$ cat src/rtl/salru_pkg.sv
package salru_pkg;

	localparam int DEF_MAX_SET_BITS = 8;
	localparam int DEF_MAX_WAYS     = 8;
	localparam int TAG_W            = 64;
	localparam int FIFO_DEPTH       = 2;

	typedef enum logic [1:0] {
		FUNC_LOAD   = 2'd0,
		FUNC_STORE  = 2'd1,
		FUNC_MODIFY = 2'd2,
		FUNC_SPARE  = 2'd3
	} func_t;

	typedef enum logic [1:0] {
		REG_SET_BITS   = 2'd0,
		REG_WAYS       = 2'd1,
		REG_BLOCK_BITS = 2'd2,
		REG_NONE       = 2'd3
	} reg_idx_t;

endpackage

$ cat src/rtl/salru_front.sv
module salru_front #(
	parameter int MAX_SET_BITS = 8,
	parameter int MAX_WAYS     = 8,
	parameter int ENT_W        = 77
) (
	input  logic                 clk,
	input  logic                 arst_n,
	input  logic                 start,
	input  logic [1:0]           func,
	input  logic [63:0]          address,
	input  logic                 cfg_we,
	input  logic [1:0]           cfg_index,
	input  logic [5:0]           cfg_data,
	input  logic                 full,
	input  logic                 clearing,
	output logic                 busy,
	output logic                 push,
	output logic [ENT_W-1:0]     push_data
);

	import salru_pkg::*;

	localparam int IdxW    = (MAX_SET_BITS > 0) ? MAX_SET_BITS : 1;
	localparam int WayCntW = $clog2(MAX_WAYS + 1);

	logic [3:0]         set_bits_q;
	logic [3:0]         ways_q;
	logic [5:0]         block_bits_q;
	logic [3:0]         set_eff;
	logic [4:0]         ways_wide;
	logic [WayCntW-1:0] ways_eff;
	logic [6:0]         tag_shift;
	logic [63:0]        shifted;
	logic [TAG_W-1:0]   tag;
	logic [IdxW-1:0]    idx;
	logic               dual;

	always_ff @(posedge clk or negedge arst_n) begin
		if (!arst_n) begin
			set_bits_q   <= 4'd0;
			ways_q       <= 4'd1;
			block_bits_q <= 6'd0;
		end else if (cfg_we) begin
			unique case (cfg_index)
				REG_SET_BITS:   set_bits_q   <= cfg_data[3:0];
				REG_WAYS:       ways_q       <= cfg_data[3:0];
				REG_BLOCK_BITS: block_bits_q <= cfg_data;
				default: ;
			endcase
		end
	end

	always_comb begin
		set_eff = (set_bits_q > 4'(MAX_SET_BITS)) ? 4'(MAX_SET_BITS) : set_bits_q;
		ways_wide = {1'b0, ways_q};
		if (ways_wide == 5'd0) begin
			ways_eff = WayCntW'(1);
		end else if (ways_wide > 5'(MAX_WAYS)) begin
			ways_eff = WayCntW'(MAX_WAYS);
		end else begin
			ways_eff = WayCntW'(ways_wide);
		end
		tag_shift = 7'(set_eff) + 7'(block_bits_q);
		// offset and index together can cover the whole address
		tag = tag_shift[6] ? '0 : (address >> tag_shift[5:0]);
		shifted = address >> block_bits_q;
		for (int i = 0; i < IdxW; i++) begin
			idx[i] = shifted[i] && (i < int'(set_eff));
		end
		dual = (func == FUNC_MODIFY);
	end

	assign busy      = clearing | full;
	assign push      = start & ~busy;
	assign push_data = {dual, ways_eff, tag, idx};

endmodule

$ cat config.mk
export PLATFORM = sky130hd
export DESIGN_NAME = salru_front
export DESIGN_NICKNAME = d
export VERILOG_FILES = /design/src/rtl/salru_pkg.sv /design/src/rtl/salru_front.sv
export SDC_FILE = /design/constraint.sdc
export NUM_CORES = 1
export LEC_CHECK = 0
export BUFFER_PORTS_ARGS = -buffer_cell sky130_fd_sc_hd__buf_2
export CORE_MARGIN = 3
export CORE_UTILIZATION = 37
export DETAILED_ROUTE_END_ITERATION = 6
export GPL_ROUTABILITY_DRIVEN = 1
export PLACE_DENSITY_LB_ADDON = 0.15
export SYNTH_ARGS = -nofsm -noshare
export SYNTH_HDL_FRONTEND = slang
export SYNTH_SLANG_ARGS = --single-unit
$ cat constraint.sdc
create_clock -name clk -period 4.4 [get_ports clk]
set_input_delay 0.22 -clock clk [delete_from_list [all_inputs] [get_ports clk]]
set_output_delay 0.22 -clock clk [all_outputs]
set_load 0.05 [all_outputs]
Word-level counts from Yosys, hierarchy flattened
Index checks and enable logic that the tools add are counted.
- word-level logic and storage cells: 39
- flip-flop bits (word level): 14
- $add $sub $neg: 1
- $lt $le $gt $ge: 10
- reductions and logical operators: 13
- bitwise gates (word level): 3
- equal/unequal tests: 3
- multiplexer cells: 4
- shifts and indexed selects: 2
- operators by type and width (cell ; number):
    64-bit two-way mux ; 1
    64-bit by 6-bit >> shifter with 64-bit output ; 1
    64-bit by 6-bit >> shifter with 8-bit output ; 1
    3-bit by 4-bit less-than comparator with 1-bit output (first input constant) ; 4
    4-bit two-way mux ; 3
    4-bit > comparator (second input constant) ; 2
    1-bit logical AND ; 8
    1-bit by 4-bit less-than comparator with 1-bit output (first input constant) ; 2
    2-bit by 4-bit less-than comparator with 1-bit output (first input constant) ; 2
    4-bit by 6-bit adder with 7-bit output ; 1
    2-bit AND reduction ; 3
    2-bit == test (second input constant) ; 2
    4-bit zero test ; 1
    2-bit by 1-bit == test with 1-bit output (second input constant) ; 1
    2-bit zero test ; 1
    1-bit AND ; 1
    1-bit inverter ; 1
    1-bit OR ; 1

Depth between registers and ports, before layout
- depth after elaboration: 5
- depth in mapped cells: 15

Least setup slack after synthesis
Ideal clock, no wire load.
- kind: reg2out
- from: register block_bits_q[1]
- to: output port push_data[10]
- stages on the path, launching flop included: 12
- setup slack: -0.957 ns
- data arrival time: 5.137 ns
- path buffers: 6
- cells stage by stage: dfrtp_1 -> clkbuf_1 -> inv_2 -> buf_2 -> buf_1 -> fa_1 -> buf_1 -> buf_2 -> clkbuf_1 -> a22oi_1 -> mux2_2 -> o311ai_0
- word-level cells in the longest chain between the ends: 3
- ends and longest elaborated chain (what ; RTL line ; RTL):
    from (decl) ; salru_front.sv:28 ; logic [5:0] block_bits_q;
    from (signal assigned) ; salru_front.sv:47 ; REG_BLOCK_BITS: block_bits_q <= cfg_data;
    4-bit by 6-bit adder with 7-bit output * ; salru_front.sv:63 ; tag_shift = 7'(set_eff) + 7'(block_bits_q);
    64-bit by 6-bit >> shifter with 64-bit output ; salru_front.sv:65 ; tag = tag_shift[6] ? '0 : (address >> tag_shift[5:0]);
    64-bit two-way mux * ; salru_front.sv:65 ;
    to (decl) ; salru_front.sv:18 ; output logic [ENT_W-1:0] push_data
Every way passes the cells marked *; elsewhere a longest branch is shown, timed or not.

Worst setup path after layout
- from: register set_bits_q[3]
- to: output port push_data[17]
- word-level cells in the longest chain between the ends: 5
- ends and longest elaborated chain (what ; RTL line ; RTL):
    from (decl) ; salru_front.sv:26 ; logic [3:0] set_bits_q;
    from (signal assigned) ; salru_front.sv:45 ; REG_SET_BITS: set_bits_q <= cfg_data[3:0];
    4-bit > comparator ; salru_front.sv:54 ; set_eff = (set_bits_q > 4'(MAX_SET_BITS)) ? 4'(MAX_SET_BITS) : set_bits_q;
    4-bit two-way mux * ; salru_front.sv:54 ;
    4-bit by 6-bit adder with 7-bit output * ; salru_front.sv:63 ;
    64-bit by 6-bit >> shifter with 64-bit output ; salru_front.sv:65 ;
    64-bit two-way mux * ; salru_front.sv:65 ;
Marked as above.

==> impl_metrics.yaml <==
die:
  io-pin-count: 159
  core_mm2: 0.0205
  die_y_um: 151
  die_w_um: 151
  die-area_mm2: 0.0228
  placementRows: 52
  start_util_pct: 38.0
critical_path:
  cpLargestDelayFamily: "simple AND/OR/NAND/NOR gates"
  critPathRequiredTime_ns: 4.18
  crit_slowest_cell: "or4_1"
  crit_path_end_kind: "primary output"
  critPathMaxStageDelay_ns: 0.60
  cp.buffers_inverters: 4
  path_cells: "and2b_4, ha_1, inv_1, fa_4, xor2_4, buf_12, mux2i_2, mux2i_1, a222oi_1, buf_4, o32a_1, nor3_1, or4_1, buf_2"
  cp_max_fo: 21
  critPathKind: "register to primary output"
  arrival_ns: 4.11
  start_kind: "register"
hold_path:
  hp-class: "input pin to register"
yosys:
  syn_area_per_cell_um2: 8.24
  netlist_instances: 946
  synth_edf_count: 0
  yosys_warnings: 0
  synth.distinct_cells: 67
  synth-main-ff-cell: "dfrtp_1"
  synth-seq-area-share_pct: 4.51
  syn-cell-area_mm2: 0.00779
  synthArstFlopShare_pct: 100
  synth_seq_cells: 14
  syn_nets: 1031
clocking:
  clockBufferDepth: 2
  htree_num_levels: 1
  cts_buffers: 3
  cts_sinks: 14
  clk_pin_slew_ns: 0.05
  cts-root-buf: "clkbuf_16"
  cts_tree: "done"
  clk_latency_ns: 0.25
timing:
  finClkSkew_ns: 0
  slew_violations: 0
  rsz0062_at_grt: "true"
  fin_crit_ns: 4.33
  worst_pin_slew_ns: 0.769
  hold_viol_final: 0
  slew_headroom_pct: 48.7
  fin_tns_setup_ns: 0
  clock.fmax_ghz: 0.231
  setup_viol: 0
  post-route-period-util_pct: 98.4
global_route:
  grt_pass1_vias: 8103
  grt_util_all_layers_pct: 27.3
  grt_pass1_wl_mm: 48.7
  grt_max_degree: 56
  antenna_found_initial: 0
  grt-ovfl-total: 0
detailed_routing:
  antenna_left: 0
  via_per_inst: 6.47
  num_vias: 8735
  drt-pass1-iter-count: 6
  finalWirelength_mm: 32.5
  wl_per_cell_um: 24.1
  remaining_drc_errors: 0
  dr.first_iter.drc_count: 913
placed_design:
  place_congestion: 0.973
  dp_hpwl_mm: 25.5
  numPlacedInstances: 1339
  place_area_mm2: 0.00910
  io_buffer_count: 158
status:
  status: "finished clean"
finish:
  fillCellCount: 2043
  drive_gt1_share_pct: 37.7
  antenna_cells: 0
  multi_input_area_mm2: 0.00713
  final_area_mm2: 0.00932
  nNetsFinal: 1167
  syn_to_final_growth_pct: 19.5
  seq_area_um2: 355
  final_cells: 1351
  utilization_pct: 45.5
job:
  max_cap_violations: 0
[worst paths after layout]
path	startpoint	to	slack [ns]	depth (start not counted)
worst max-delay path	set_bits_q[3]$_DFFE_PN0P_	push_data[17]	0.07	14
worst min-delay path	cfg_data[5]	block_bits_q[5]$_DFFE_PN0P_	0.21	2
worst max register to register	block_bits_q[4]$_DFFE_PN0P_	block_bits_q[4]$_DFFE_PN0P_	3.14	2
worst min register to register	ways_q[1]$_DFFE_PN0P_	ways_q[1]$_DFFE_PN0P_	0.52	1
max in group asynchronous	arst_n	ways_q[0]$_DFFE_PN1P_	3.73	2
min in group asynchronous	arst_n	block_bits_q[1]$_DFFE_PN0P_	0.39	2
[metrics by stage]
step	worst slack [ns]	hold WS, ns
floorplan	-0.148	-0.0756
global placement	0.227	0.133
detailed placement	0.262	0.127
CTS	0.00182	0.208
global route	-0.00686	0.219
finish	0.0704	0.208
[synthesized netlist by cell type, types with 5 or more instances]
| library cell | instances | share of area [%] |
|---|---|---|
| mux2i_1 | 144 | 18 |
| nand2_1 | 112 | 5.4 |
| nor2_1 | 105 | 5.1 |
| mux4_2 | 77 | 22 |
| mux2_2 | 64 | 9.2 |
| a21oi_1 | 56 | 3.6 |
| clkbuf_1 | 51 | 2.5 |
| o21ai_0 | 32 | 2.1 |
| nand3_1 | 27 | 1.7 |
| a211oi_1 | 18 | 1.7 |
| nor2b_1 | 15 | 1.2 |
| buf_1 | 14 | 0.67 |
| buf_2 | 14 | 0.90 |
| buf_4 | 14 | 1.3 |
| dfrtp_1 | 13 | 4.2 |
| o221ai_1 | 12 | 1.3 |
| o22ai_1 | 12 | 0.96 |
| a22oi_1 | 11 | 1.1 |
| o211ai_1 | 10 | 0.96 |
| and3_1 | 9 | 0.72 |
| nor3_1 | 9 | 0.58 |
| a221oi_1 | 8 | 0.90 |
| a221o_1 | 7 | 0.90 |
| and2_1 | 7 | 0.56 |
| nand2b_1 | 6 | 0.48 |
| a211o_1 | 5 | 0.56 |
| a2bb2oi_1 | 5 | 0.56 |
| a32oi_1 | 5 | 0.56 |
| o21a_1 | 5 | 0.48 |
[layer usage]
metal	GRT usage, %	share of wire (%)	vias up
met2	43.7	47	433
met4	6.26	2.6	0
met5	0	0	-
met3	3.59	8.4	62
met1	39.3	43	4290
li1	-	-	3950
[registers in the layout, summed over array words and instances (netlist names)]
name and cells:
set_bits_q 4, ways_q 4, block_bits_q 6
[cell usage in the layout (no fill, tap or decap), types with 4 or more instances in the layout]
master | synthesis | final
mux2i_1 | 144 | 141
nand2_1 | 112 | 112
a32oi_1 | 5 | 5
o211ai_1 | 10 | 10
ha_1 | 4 | 4
o21a_1 | 5 | 5
a221oi_1 | 8 | 8
a211o_1 | 5 | 5
mux4_2 | 77 | 77
a221o_1 | 7 | 7
a222oi_1 | 4 | 4
buf_4 | 14 | 61
dfrtp_1 | 13 | 12
mux2_2 | 64 | 64
inv_1 | 4 | 4
nor2_1 | 105 | 105
nand2b_1 | 6 | 6
o22ai_1 | 12 | 12
xnor2_2 | 1 | 4
o21ai_1 | 0 | 4
a22oi_1 | 11 | 11
a22o_1 | 4 | 4
o22a_1 | 4 | 4
o21ai_0 | 32 | 25
a21oi_1 | 56 | 53
clkbuf_16 | 0 | 4
a211oi_1 | 18 | 17
a2bb2oi_1 | 5 | 5
and2_1 | 7 | 7
nand3_1 | 27 | 27
buf_2 | 14 | 157
and3_1 | 9 | 9
or2_2 | 4 | 4
nor3_1 | 9 | 9
o221ai_1 | 12 | 10
nor2b_1 | 15 | 14
[kinds of logic after synthesis]
kind of cell	count (synthesis)	synth area share (%)
AO/OA/AOI/OAI	227	20.4
XOR/XNOR	9	1.20
adder cells (fa/ha/maj)	5	0.899
buffers and inverters	103	6.05
flip-flops	14	4.51
multiplexers	286	50.1
AND/OR/NAND/NOR	302	16.8
[timing repair]
item | in CTS | in global routing
setup endpoints to repair | 0 | 17
setup buffers | 0 | 6
hold endpoints to repair | 13 | 0
hold buffers | 1 | 0
resized for setup | 0 | 11
[cell type report]
class / count / share of cell area [%]
flip-flops and latches: 14 / 3.81
repair buffers: 226 / 14.7
inverters: 8 / 0.322
multi-input cells: 829 / 76.5
clock buffers: 4 / 0.954
well taps: 270 / 3.63
Power is left out: the tool's default activity adds up to more than one toggle a clock period on the data nets, which glitch-free logic cannot reach.
