==> src/rtl/salru_fifo.sv <==
module salru_fifo #(
	parameter int WIDTH = 8,
	parameter int DEPTH = 2
) (
	input  logic             clk,
	input  logic             arst_n,
	input  logic             push,
	input  logic [WIDTH-1:0] push_data,
	input  logic             pop,
	output logic [WIDTH-1:0] pop_data,
	output logic             full,
	output logic             empty
);

	// depth is a power of two so the pointers wrap on their own
	localparam int PtrW = (DEPTH > 1) ? $clog2(DEPTH) : 1;
	localparam int CntW = $clog2(DEPTH + 1);

	logic [WIDTH-1:0] mem_q [DEPTH];
	logic [PtrW-1:0]  wr_ptr_q;
	logic [PtrW-1:0]  rd_ptr_q;
	logic [CntW-1:0]  count_q;

	always_ff @(posedge clk) begin
		if (push) begin
			mem_q[wr_ptr_q] <= push_data;
		end
	end

	always_ff @(posedge clk or negedge arst_n) begin
		if (!arst_n) begin
			wr_ptr_q <= '0;
			rd_ptr_q <= '0;
			count_q  <= '0;
		end else begin
			if (push) begin
				wr_ptr_q <= wr_ptr_q + PtrW'(1);
			end
			if (pop) begin
				rd_ptr_q <= rd_ptr_q + PtrW'(1);
			end
			if (push && !pop) begin
				count_q <= count_q + CntW'(1);
			end else if (pop && !push) begin
				count_q <= count_q - CntW'(1);
			end
		end
	end

	assign pop_data = mem_q[rd_ptr_q];
	assign full     = (count_q == CntW'(DEPTH));
	assign empty    = (count_q == '0);

endmodule

==> config.mk <==
export PLATFORM = sky130hd
export DESIGN_NAME = salru_fifo
export DESIGN_NICKNAME = d
export VERILOG_FILES = /design/src/rtl/salru_fifo.sv
export SDC_FILE = /design/constraint.sdc
export NUM_CORES = 1
export LEC_CHECK = 0
export ABC_AREA = 1
export BUFFER_PORTS_ARGS = -buffer_cell sky130_fd_sc_hd__buf_2
export CAP_MARGIN = 10
export CELL_PAD_IN_SITES_DETAIL_PLACEMENT = 1
export CELL_PAD_IN_SITES_GLOBAL_PLACEMENT = 1
export CORE_MARGIN = 2
export CORE_UTILIZATION = 25
export DETAILED_ROUTE_END_ITERATION = 8
export PLACE_DENSITY_LB_ADDON = 0.05
export SYNTH_ARGS = -nofsm -noshare
export SYNTH_HDL_FRONTEND = slang
export SYNTH_SLANG_ARGS = --single-unit
==> constraint.sdc <==
create_clock -name clk -period 3 [get_ports clk]
set_clock_uncertainty 0.1 [all_clocks]
set_input_delay 0 -clock clk [delete_from_list [all_inputs] [get_ports clk]]
set_output_delay 0 -clock clk [all_outputs]
set_load 0.02 [all_outputs]
# Yosys cells after proc, flatten, opt, wreduce, memory -nomap -nowiden
# Memory sizes are Yosys's and may differ from the RTL's.
# Cells that the tools add are included.
[word_totals] regBits=4 mem_bits_rw=16 input_bits=12 output_inout_bits=10 word_cells=19 n_memories=1
[memory_table] name="mem_q" words=2 width=8 read_ports=1 rd_clocked_by_memory_dff=0 wr=1 line="19" source="logic [WIDTH-1:0] mem_q [DEPTH];"
[classes] add_sub_neg=4 eq_ne=1 muxes=4 n_reduce_logical=6
[op_table] operator="$mux 2" n=2
[op_table] operator="$add 1x1->1 const B" n=2
[op_table] operator="$add 2x1->2 const B" n=1
[op_table] operator="$eq 2x2->1 const B" n=1
[op_table] operator="$logic_and 1x1->1" n=2
[op_table] operator="$logic_not 1->1" n=2
[op_table] operator="$logic_not 2->1" n=1
[op_table] operator="$mux 1" n=2
[op_table] operator="$reduce_bool 2->1" n=1
[op_table] operator="$sub 2x1->2 const B" n=1

# Logic depth before layout (Yosys ltp)
# Gate-level depths: netlist of the first run.
[depth] ltp_word=4 ltp_mapped=7 mapped_depth_nobuf=7

# Least setup slack after synthesis of the first run
# OpenSTA, ideal clock, no wires.
[synth_path] path_kind="reg-to-reg" start="register wr_ptr_q" end="memory mem_q[0][0] (enable)" setup_time_ns=0.370 t_arrival_ns=0.774 required_ns=2.530 slack_ns=1.756 stages_incl_launch_ff=2 n_path_buf=0 synth_period_minus_slack_ns=1.244 cell_sequence="dfrtp_1 > nor2_1"
[synth_lines] element="start, declared" line="20" source="logic [PtrW-1:0] wr_ptr_q;"
[synth_lines] element="start signal, assigned" line="37" source="wr_ptr_q <= wr_ptr_q + PtrW'(1);"
[synth_lines] element="end, declared" line="19"
# No word-level cell before the write port.

# Worst setup path in the final report of the first run
[layout_path] start="register rd_ptr_q" end="output port pop_data[1]"
[layout_between] elab_chain_len=1
[layout_rtl] element="start, declared" line="21" source="logic [PtrW-1:0] rd_ptr_q;"
[layout_rtl] element="start signal, assigned" line="40" source="rd_ptr_q <= rd_ptr_q + PtrW'(1);"
[layout_rtl] element="$mem_v2 2x8"
[layout_rtl] element="end, declared" line="10" source="output logic [WIDTH-1:0] pop_data,"
# Every way passes these cells.

==> flow_summary.toml, run 1 <==
[clocking]
cts_max_level = 1
clock-sinks = 20
ctsRootBufferMaster = "clkbuf_4"
cts_tree = "done"
postCtsSetupBuffers = 0
clk_latency_ps = 290
clkTransAtPathRegs_ps = 100
cts_made_buffers = 3
cts_max_path_buffers = 2

[worst_setup_path]
cp.arrival_ps = 1470
worstPathMaxFanout = 9
cp_data_required_time_ps = 2900
crit_type = "flop to primary output"
cp-start-kind = "flop"
r2r_cells = 1
end_kind = "primary output"

[logic_synthesis]
syn_nets = 63
yosys.area.top_type = "edfxtp_1"
synth_top_cell_area_share_pct = 58.7
syn-instance-count = 50
syn_avg_cell_area_um2 = 16.4
yosys-top-cells-area = "edfxtp_1 (59%), mux2_4 (15%), dfrtp_1 (12%)"
synth_area_um2 = 818
synth-seq-cells = 20
yosysUniqueCellTypes = 12
ys_seq_area_share_pct = 70.9
yosys_warnings = 0

[power_and_ir_drop]
peakVddDrop_mv = 0.244
power.static_leakage_nw = 0.490
p_sw_mw = 0.302
internal-power_mw = 0.585
powerDensity_nw_per_um2 = 797
combPwrFrac_pct = 35.9
clockPowerShare_pct = 14.5
p_seq_share_pct = 49.6
switching_share_pct = 34.1

[sta]
max_freq_mhz = 636
grt_setup_unrepaired = "no"
drv_slew = 0
slew_headroom_pct = 54.3
finalSetupTns_ps = 0
worst_pin_slew_ps = 684
min_period_ps = 1570
hold_viol = 0
fin_crit_sh_pct = 52.4
setup_violations = 0

[grt]
antenna_found_initial = 0
track_usage_pct = 8.98
grt_max_degree = 12
gr-total-overflow = 0
grt_pass1_vias = 474
grt_pass1_wl_um = 2260

[layout]
drive_above_1_share_pct = 37.2
final_common_cell = "buf_2"
finish.net_count = 100
area_growth_pct = 36.1
final_cell_mix = "buf_2 (21), edfxtp_1 (16), dlygate4sd3_1 (12)"
post-route-util_pct = 36.2
antenna_cells = 0

[die]
die_h_um = 61.2
io_pins = 22
num_rows = 20
chipWidth_um = 61.2
die-area_um2 = 3750
start_util_pct = 26.6
core_area_um2 = 3080

[routing]
drt_iter0_markers = 7
vias = 489
ant_nets = 0
drc = 0
routedWlPerCell_um = 11.1
drt_pre_antenna_iters = 4
viasPerCell = 3.76
wirelength_um = 1450

[outcome]
status = "complete, no violations"

[min_path]
worst_hold_path.num_cells = 3
holdCritPathClass = "primary input to flop"

[placed_design]
gp_congestion = 0.641
numPortBuffers = 21
dp_hpwl_um = 1020

[job]
cap_viol_max_count = 0
## metal layers
layer | part of all wire (%) | vias to the layer above | wire length [µm] | track usage (%)
met3 | 5.0 | 0 | 73 | 2.52
met1 | 45 | 232 | 654 | 11.4
met4 | 0 | 0 | 0 | 4.66
met2 | 50 | 14 | 721 | 14.0
li1 | - | 243 | - | -
met5 | 0 | - | 0 | 0
## metrics by stage
stage	setup WS, ps	power, mW	hold slack (ps)	area, µm²	std cells
after global routing	1320	0.948	297	1110	130
after detailed placement	1580	0.762	-281	967	114
after CTS	1370	0.905	306	1110	130
final	1430	0.888	320	1110	130
after floorplan	1760	0.677	-396	818	50
after global placement	1630	0.756	-281	967	114
## area by class of cell
cell class / count / area [µm²]
clock buffers: 4 / 26.3
inverters: 7 / 26.3
flip-flops and latches: 20 / 581
fillers: 349 / 1960
multi-input cells: 22 / 200
repair buffers: 33 / 225
well taps: 44 / 55.1
## worst paths after layout
path	endpoint	slack (ps)	from
max	pop_data[1]	1430	rd_ptr_q
min	rd_ptr_q	320	pop
max reg2reg	mem_q[0][3]	1580	wr_ptr_q
min reg2reg	wr_ptr_q	400	wr_ptr_q
max in group asynchronous	count_q[1]	2100	arst_n
min in group asynchronous	wr_ptr_q	520	arst_n
## repair_timing
action | 4_1_cts | 5_1_grt
hold buffers | 12 | 0
resized for setup | 0 | 0
endpoints found under the hold margin | 23 | 0
## sequential cells by signal, indices dropped and copies added, names as in the netlist
| signal | count |
|---|---|
| count_q | 2 |
| wr_ptr_q | 1 |
| rd_ptr_q | 1 |
| mem_q | 16 |
## Yosys cell counts
cell	count
nand2_1	5
edfxtp_1	16
xor2_1	2
buf_6	1
mux2_4	8
inv_1	7
xnor2_1	1
nand4_1	1
nor2_1	3
nand3_1	1
ha_1	1
dfrtp_1	4
## kinds of logic (layout without fill, tap and decap cells)
logic type	count (synthesis)	in the layout	synth area share, %
flops	20	20	70.9
simple gates	10	10	5.05
mux	8	8	14.7
buf+inv	8	44	4.59
xor+xnor	3	3	3.21
fa+ha+maj	1	1	1.53
## worst max-delay path: stages, from the launching register on
cell and delay, ps:
dfrtp_1 680, mux2_4 340, buf_2 160
## power groups by stage
stage | Combinational, mW | Sequential (mW) | Clock, mW
2_1_floorplan | 0.268 | 0.409 | 0
3_3_place_gp | 0.308 | 0.448 | 0
3_5_place_dp | 0.313 | 0.449 | 0
4_1_cts | 0.324 | 0.444 | 0.137
5_1_grt | 0.344 | 0.453 | 0.151
6_report | 0.318 | 0.440 | 0.129
Power figures use the tool's default switching activity.
==> inputs of run 2 (changes only) <==
Clock period 3 ns to 1.5 ns, I/O delays scaled along.
==> flow_summary.toml, run 2 (synthesis results as in run 1) <==
[outcome]
status = "complete, no violations"

[routing]
viasPerCell = 3.79
vias = 496
ant_nets = 0
wirelength_um = 1370
routedWlPerCell_um = 10.5
drc = 0
drt_pre_antenna_iters = 2
drt_iter0_markers = 4

[min_path]
worstHoldStart = "push_data[2]"
holdCritPathClass = "primary input to flop"

[worst_setup_path]
cp.arrival_ps = 1320
end_kind = "primary output"
worstPathMaxFanout = 9
ff2ff_setup_slack_ps = 350
reg2reg_from = "wr_ptr_q"
critPathCapture = "pop_data[4]"
r2r_end = "mem_q[1][5]"
cp-start-kind = "flop"
worstSetupStartpoint = "rd_ptr_q"
cp_data_required_time_ps = 1400
r2r_cells = 2
crit_type = "flop to primary output"

[placed_design]
numPortBuffers = 21
gp_congestion = 0.607
dp_hpwl_um = 995
placed_area_um2 = 975

[clocking]
clk_latency_ps = 290
cts_max_path_buffers = 2
clkTransAtPathRegs_ps = 110
clock-sinks = 20
cts_made_buffers = 3
cts_max_level = 1
ctsRootBufferMaster = "clkbuf_4"
cts_tree = "done"

[grt]
grt_max_degree = 12
gr-total-overflow = 0
grt_pass1_vias = 520
antenna_found_initial = 0
grt_pass1_wl_um = 2300
track_usage_pct = 8.91

[layout]
finish.net_count = 101
antenna_cells = 0
area_growth_pct = 37.2
regMostFlops = "mem_q"
final_cell_area_um2 = 1120
final_cell_mix = "buf_2 (21), edfxtp_1 (16), dlygate4sd3_1 (12)"
drive_above_1_share_pct = 39.1
final_common_cell = "buf_2"
top_regs = "mem_q (16), count_q (2)"
largest_reg_flops = 16

[sta]
hold_viol = 0
slew_headroom_pct = 77.6
max_freq_mhz = 702
drv_slew = 0
fin_crit_sh_pct = 94.9
min_period_ps = 1420
worst_pin_slew_ps = 335
setup_violations = 0
finalSetupTns_ps = 0
grt_setup_unrepaired = "no"

[die]
io_pins = 22
die_h_um = 61.2
core_area_um2 = 3080
chipWidth_um = 61.2
num_rows = 20
die-area_um2 = 3750
start_util_pct = 26.6

[job]
cap_viol_max_count = 0

[power_and_ir_drop]
peakVddDrop_mv = 0.526
power.static_leakage_nw = 0.494
powerDensity_nw_per_um2 = 1580
## run 2: cell count changes in the layout (fill, tap and decap cells not counted), sizes merged
cell / previous run / this run
buf: 21 / 22
## run 2: report_power, final
group          leakage, nW  switching, mW  internal (mW)
logic                0.283          0.319          0.322
clock network       0.0150          0.147          0.103
registers            0.196          0.132          0.755
## run 2: worst min-delay path by stage
stage,slack [ps],depth (start not counted),endpoint
floorplan,-400,0,count_q[0]
global placement,-290,1,count_q[1]
detailed placement,-290,1,count_q[1]
CTS,300,2,mem_q[1][4]
global route,290,2,mem_q[1][1]
finish,320,2,mem_q[0][2]
## run 2: what timing repair did
| item | CTS | global route |
|---|---|---|
| endpoints found under the setup margin | 8 | 0 |
| hold endpoints to repair | 23 | 0 |
| gates resized for setup | 1 | 0 |
| setup buffers | 0 | 0 |
| hold buffers | 12 | 0 |
## run 2: cell type report
type	instances	area [µm²]
clock buffer	4	26.3
fill	341	1960
inverter	7	26.3
multi-input combinational	22	200
sequential	20	582
tap	44	55.1
timing repair buffer	34	233
## run 2: metal layers
layer / up-vias / part of all wire, % / GRT usage, %
li1: 246 / - / -
met2: 14 / 52 / 14.7
met3: 0 / 5.5 / 3.15
met5: - / 0 / 0
met4: 0 / 0 / 3.73
met1: 236 / 42 / 10.5
## run 2: per-stage QoR
| stage | setup slack (ps) | hold slack [ps] | util [%] | cells | power [mW] |
|---|---|---|---|---|---|
| floorplan | 256 | -396 | - | 50 | 1.35 |
| global placement | 236 | -288 | 31.7 | 115 | 1.53 |
| detailed placement | 223 | -288 | 31.7 | 115 | 1.54 |
| CTS | 40.4 | 300 | 36.5 | 131 | 1.82 |
| global route | 5.10 | 291 | 36.5 | 131 | 1.92 |
| finish | 76.4 | 322 | 36.5 | 131 | 1.78 |
## run 2: worst max-delay path, stage by stage, from the launching register on
cell,delay (ps)
dfrtp_2,550
mux2_4,330
buf_2,160
==> inputs of run 3 (changes only) <==
--- a/config.mk
+++ b/config.mk
@@ -16,2 +16,3 @@
 export PLACE_DENSITY_LB_ADDON = 0.05
+export REMOVE_ABC_BUFFERS = 1
 export SYNTH_ARGS = -nofsm -noshare
==> constraint.sdc (replaced) <==
create_clock -name clk -period 1.5 [get_ports clk]
set_clock_uncertainty 0.1 [all_clocks]
set_input_delay 0.3 -clock clk [delete_from_list [all_inputs] [get_ports clk]]
set_output_delay 0.3 -clock clk [all_outputs]
set_load 0.02 [all_outputs]
==> flow_summary.toml, run 3 (synthesis results as in run 1) <==
[outcome]
status = "complete, but fails checks"
violations = "setup timing"

[clocking]
clkTransAtPathRegs_ps = 100
clock-sinks = 20
cts_made_buffers = 3
ctsRootBufferMaster = "clkbuf_4"
cts_max_path_buffers = 2
cts_tree = "done"
cts_max_level = 1
clk_latency_ps = 290

[routing]
viasPerCell = 3.73
ant_nets = 0
wirelength_um = 1300
drt_pre_antenna_iters = 4
vias = 463
routedWlPerCell_um = 10.5
drc = 0
drt_iter0_markers = 12

[layout]
drive_above_1_share_pct = 47.5
largest_reg_flops = 16
regMostFlops = "mem_q"
antenna_cells = 0
final_cell_mix = "edfxtp_1 (16), buf_2 (13), buf_6 (10)"
final_common_cell = "edfxtp_1"
finish.net_count = 94
n_fill_cell = 329
area_growth_pct = 34.4
top_regs = "mem_q (16), count_q (2)"
post-route-util_pct = 35.7
instances_no_fill = 124

[sta]
setup_ws_ps = -197
slew_headroom_pct = 77.3
worst_pin_slew_ps = 341
min_period_ps = 1700
drv_slew = 0
grt_setup_unrepaired = "yes"
whs_ps = 85.1
max_freq_mhz = 589
fin_crit_sh_pct = 113
hold_viol = 0
setup_violations = 8

[grt]
grt_max_degree = 12
grt_pass1_vias = 490
antenna_found_initial = 0
grt_pass1_wl_um = 2220
track_usage_pct = 8.60
gr-total-overflow = 0

[die]
die-area_um2 = 3750
core_area_um2 = 3080
die_h_um = 61.2
io_pins = 22
start_util_pct = 26.6
num_rows = 20
chipWidth_um = 61.2

[min_path]
holdCritPathClass = "primary input to flop"
worst_hold_path.num_cells = 2

[power_and_ir_drop]
power.static_leakage_nw = 0.487
power_mw = 1.98
powerDensity_nw_per_um2 = 1800
peakVddDrop_mv = 0.453

[placed_design]
numPortBuffers = 21
dp_hpwl_um = 984
gp_congestion = 0.754
placed_cells = 116

[worst_setup_path]
ff2ff_setup_slack_ps = 340
end_kind = "primary output"
r2r_cells = 2
cp_data_required_time_ps = 1100
cp-start-kind = "flop"
worstPathMaxFanout = 5
cp.arrival_ps = 1300
crit_type = "flop to primary output"

[job]
cap_viol_max_count = 0
-- run 3: cell count changes in the layout (fill, tap and decap cells not counted) --
cell / change
dlygate4sd3_1: -11
buf_6: +10
buf_2: -8
buf_4: +2
clkbuf_1: -1
clkinv_1: +1
-- run 3: where the power goes --
group          leakage, nW  switching, mW  total (mW)  internal [mW]
logic                0.276          0.412       0.896          0.484
clock network       0.0154          0.152       0.249         0.0968
registers            0.196         0.0745       0.830          0.756
-- run 3: cell type report --
cell class / count / area, µm² / area share (%)
inverters: 7 / 26.3 / 2.39
flip-flops and latches: 20 / 582 / 52.9
clock buffers: 3 / 22.5 / 2.05
clock inverters: 1 / 3.75 / 0.341
repair buffers: 27 / 210 / 19.1
well taps: 44 / 55.1 / 5.01
multi-input cells: 22 / 200 / 18.2
-- run 3: timing repair --
item | 4_1_cts | 5_1_grt
hold endpoints to repair | 4 | 0
setup endpoints to repair | 8 | 8
hold buffers | 1 | 0
resized for setup | 20 | 0
setup buffers | 3 | 0
-- run 3: critical path, cell delays in order (launching register included) --
cell	delay, ps
dfrtp_2	430
buf_6	140
mux2_4	300
buf_6	130
-- run 3: per-layer routing --
layer / vias to the layer above / routed length, µm / global-route usage (%)
li1: 230 / - / -
met1: 217 / 546 / 10.5
met2: 14 / 670 / 14.1
met3: 2 / 75 / 3.15
met4: 0 / 11 / 2.80
met5: - / 0 / 0
-- run 3: path summary, 6_finish.rpt --
path,end,startpoint
worst max-delay path,pop_data[7],rd_ptr_q
worst min-delay path,rd_ptr_q,pop
worst max register to register,mem_q[1][1],wr_ptr_q
worst min register to register,wr_ptr_q,wr_ptr_q
max in group asynchronous,rd_ptr_q,arst_n
min in group asynchronous,count_q[1],arst_n
-- run 3: metrics by stage --
stage / setup TNS [ps] / worst slack [ps] / instance area [µm²]
detailed placement: -584 / -79.2 / 982
CTS: -1560 / -205 / 1100
finish: -1520 / -197 / 1100
global route: -1960 / -253 / 1100
floorplan: 0 / 151 / 807
global placement: -621 / -84.2 / 982
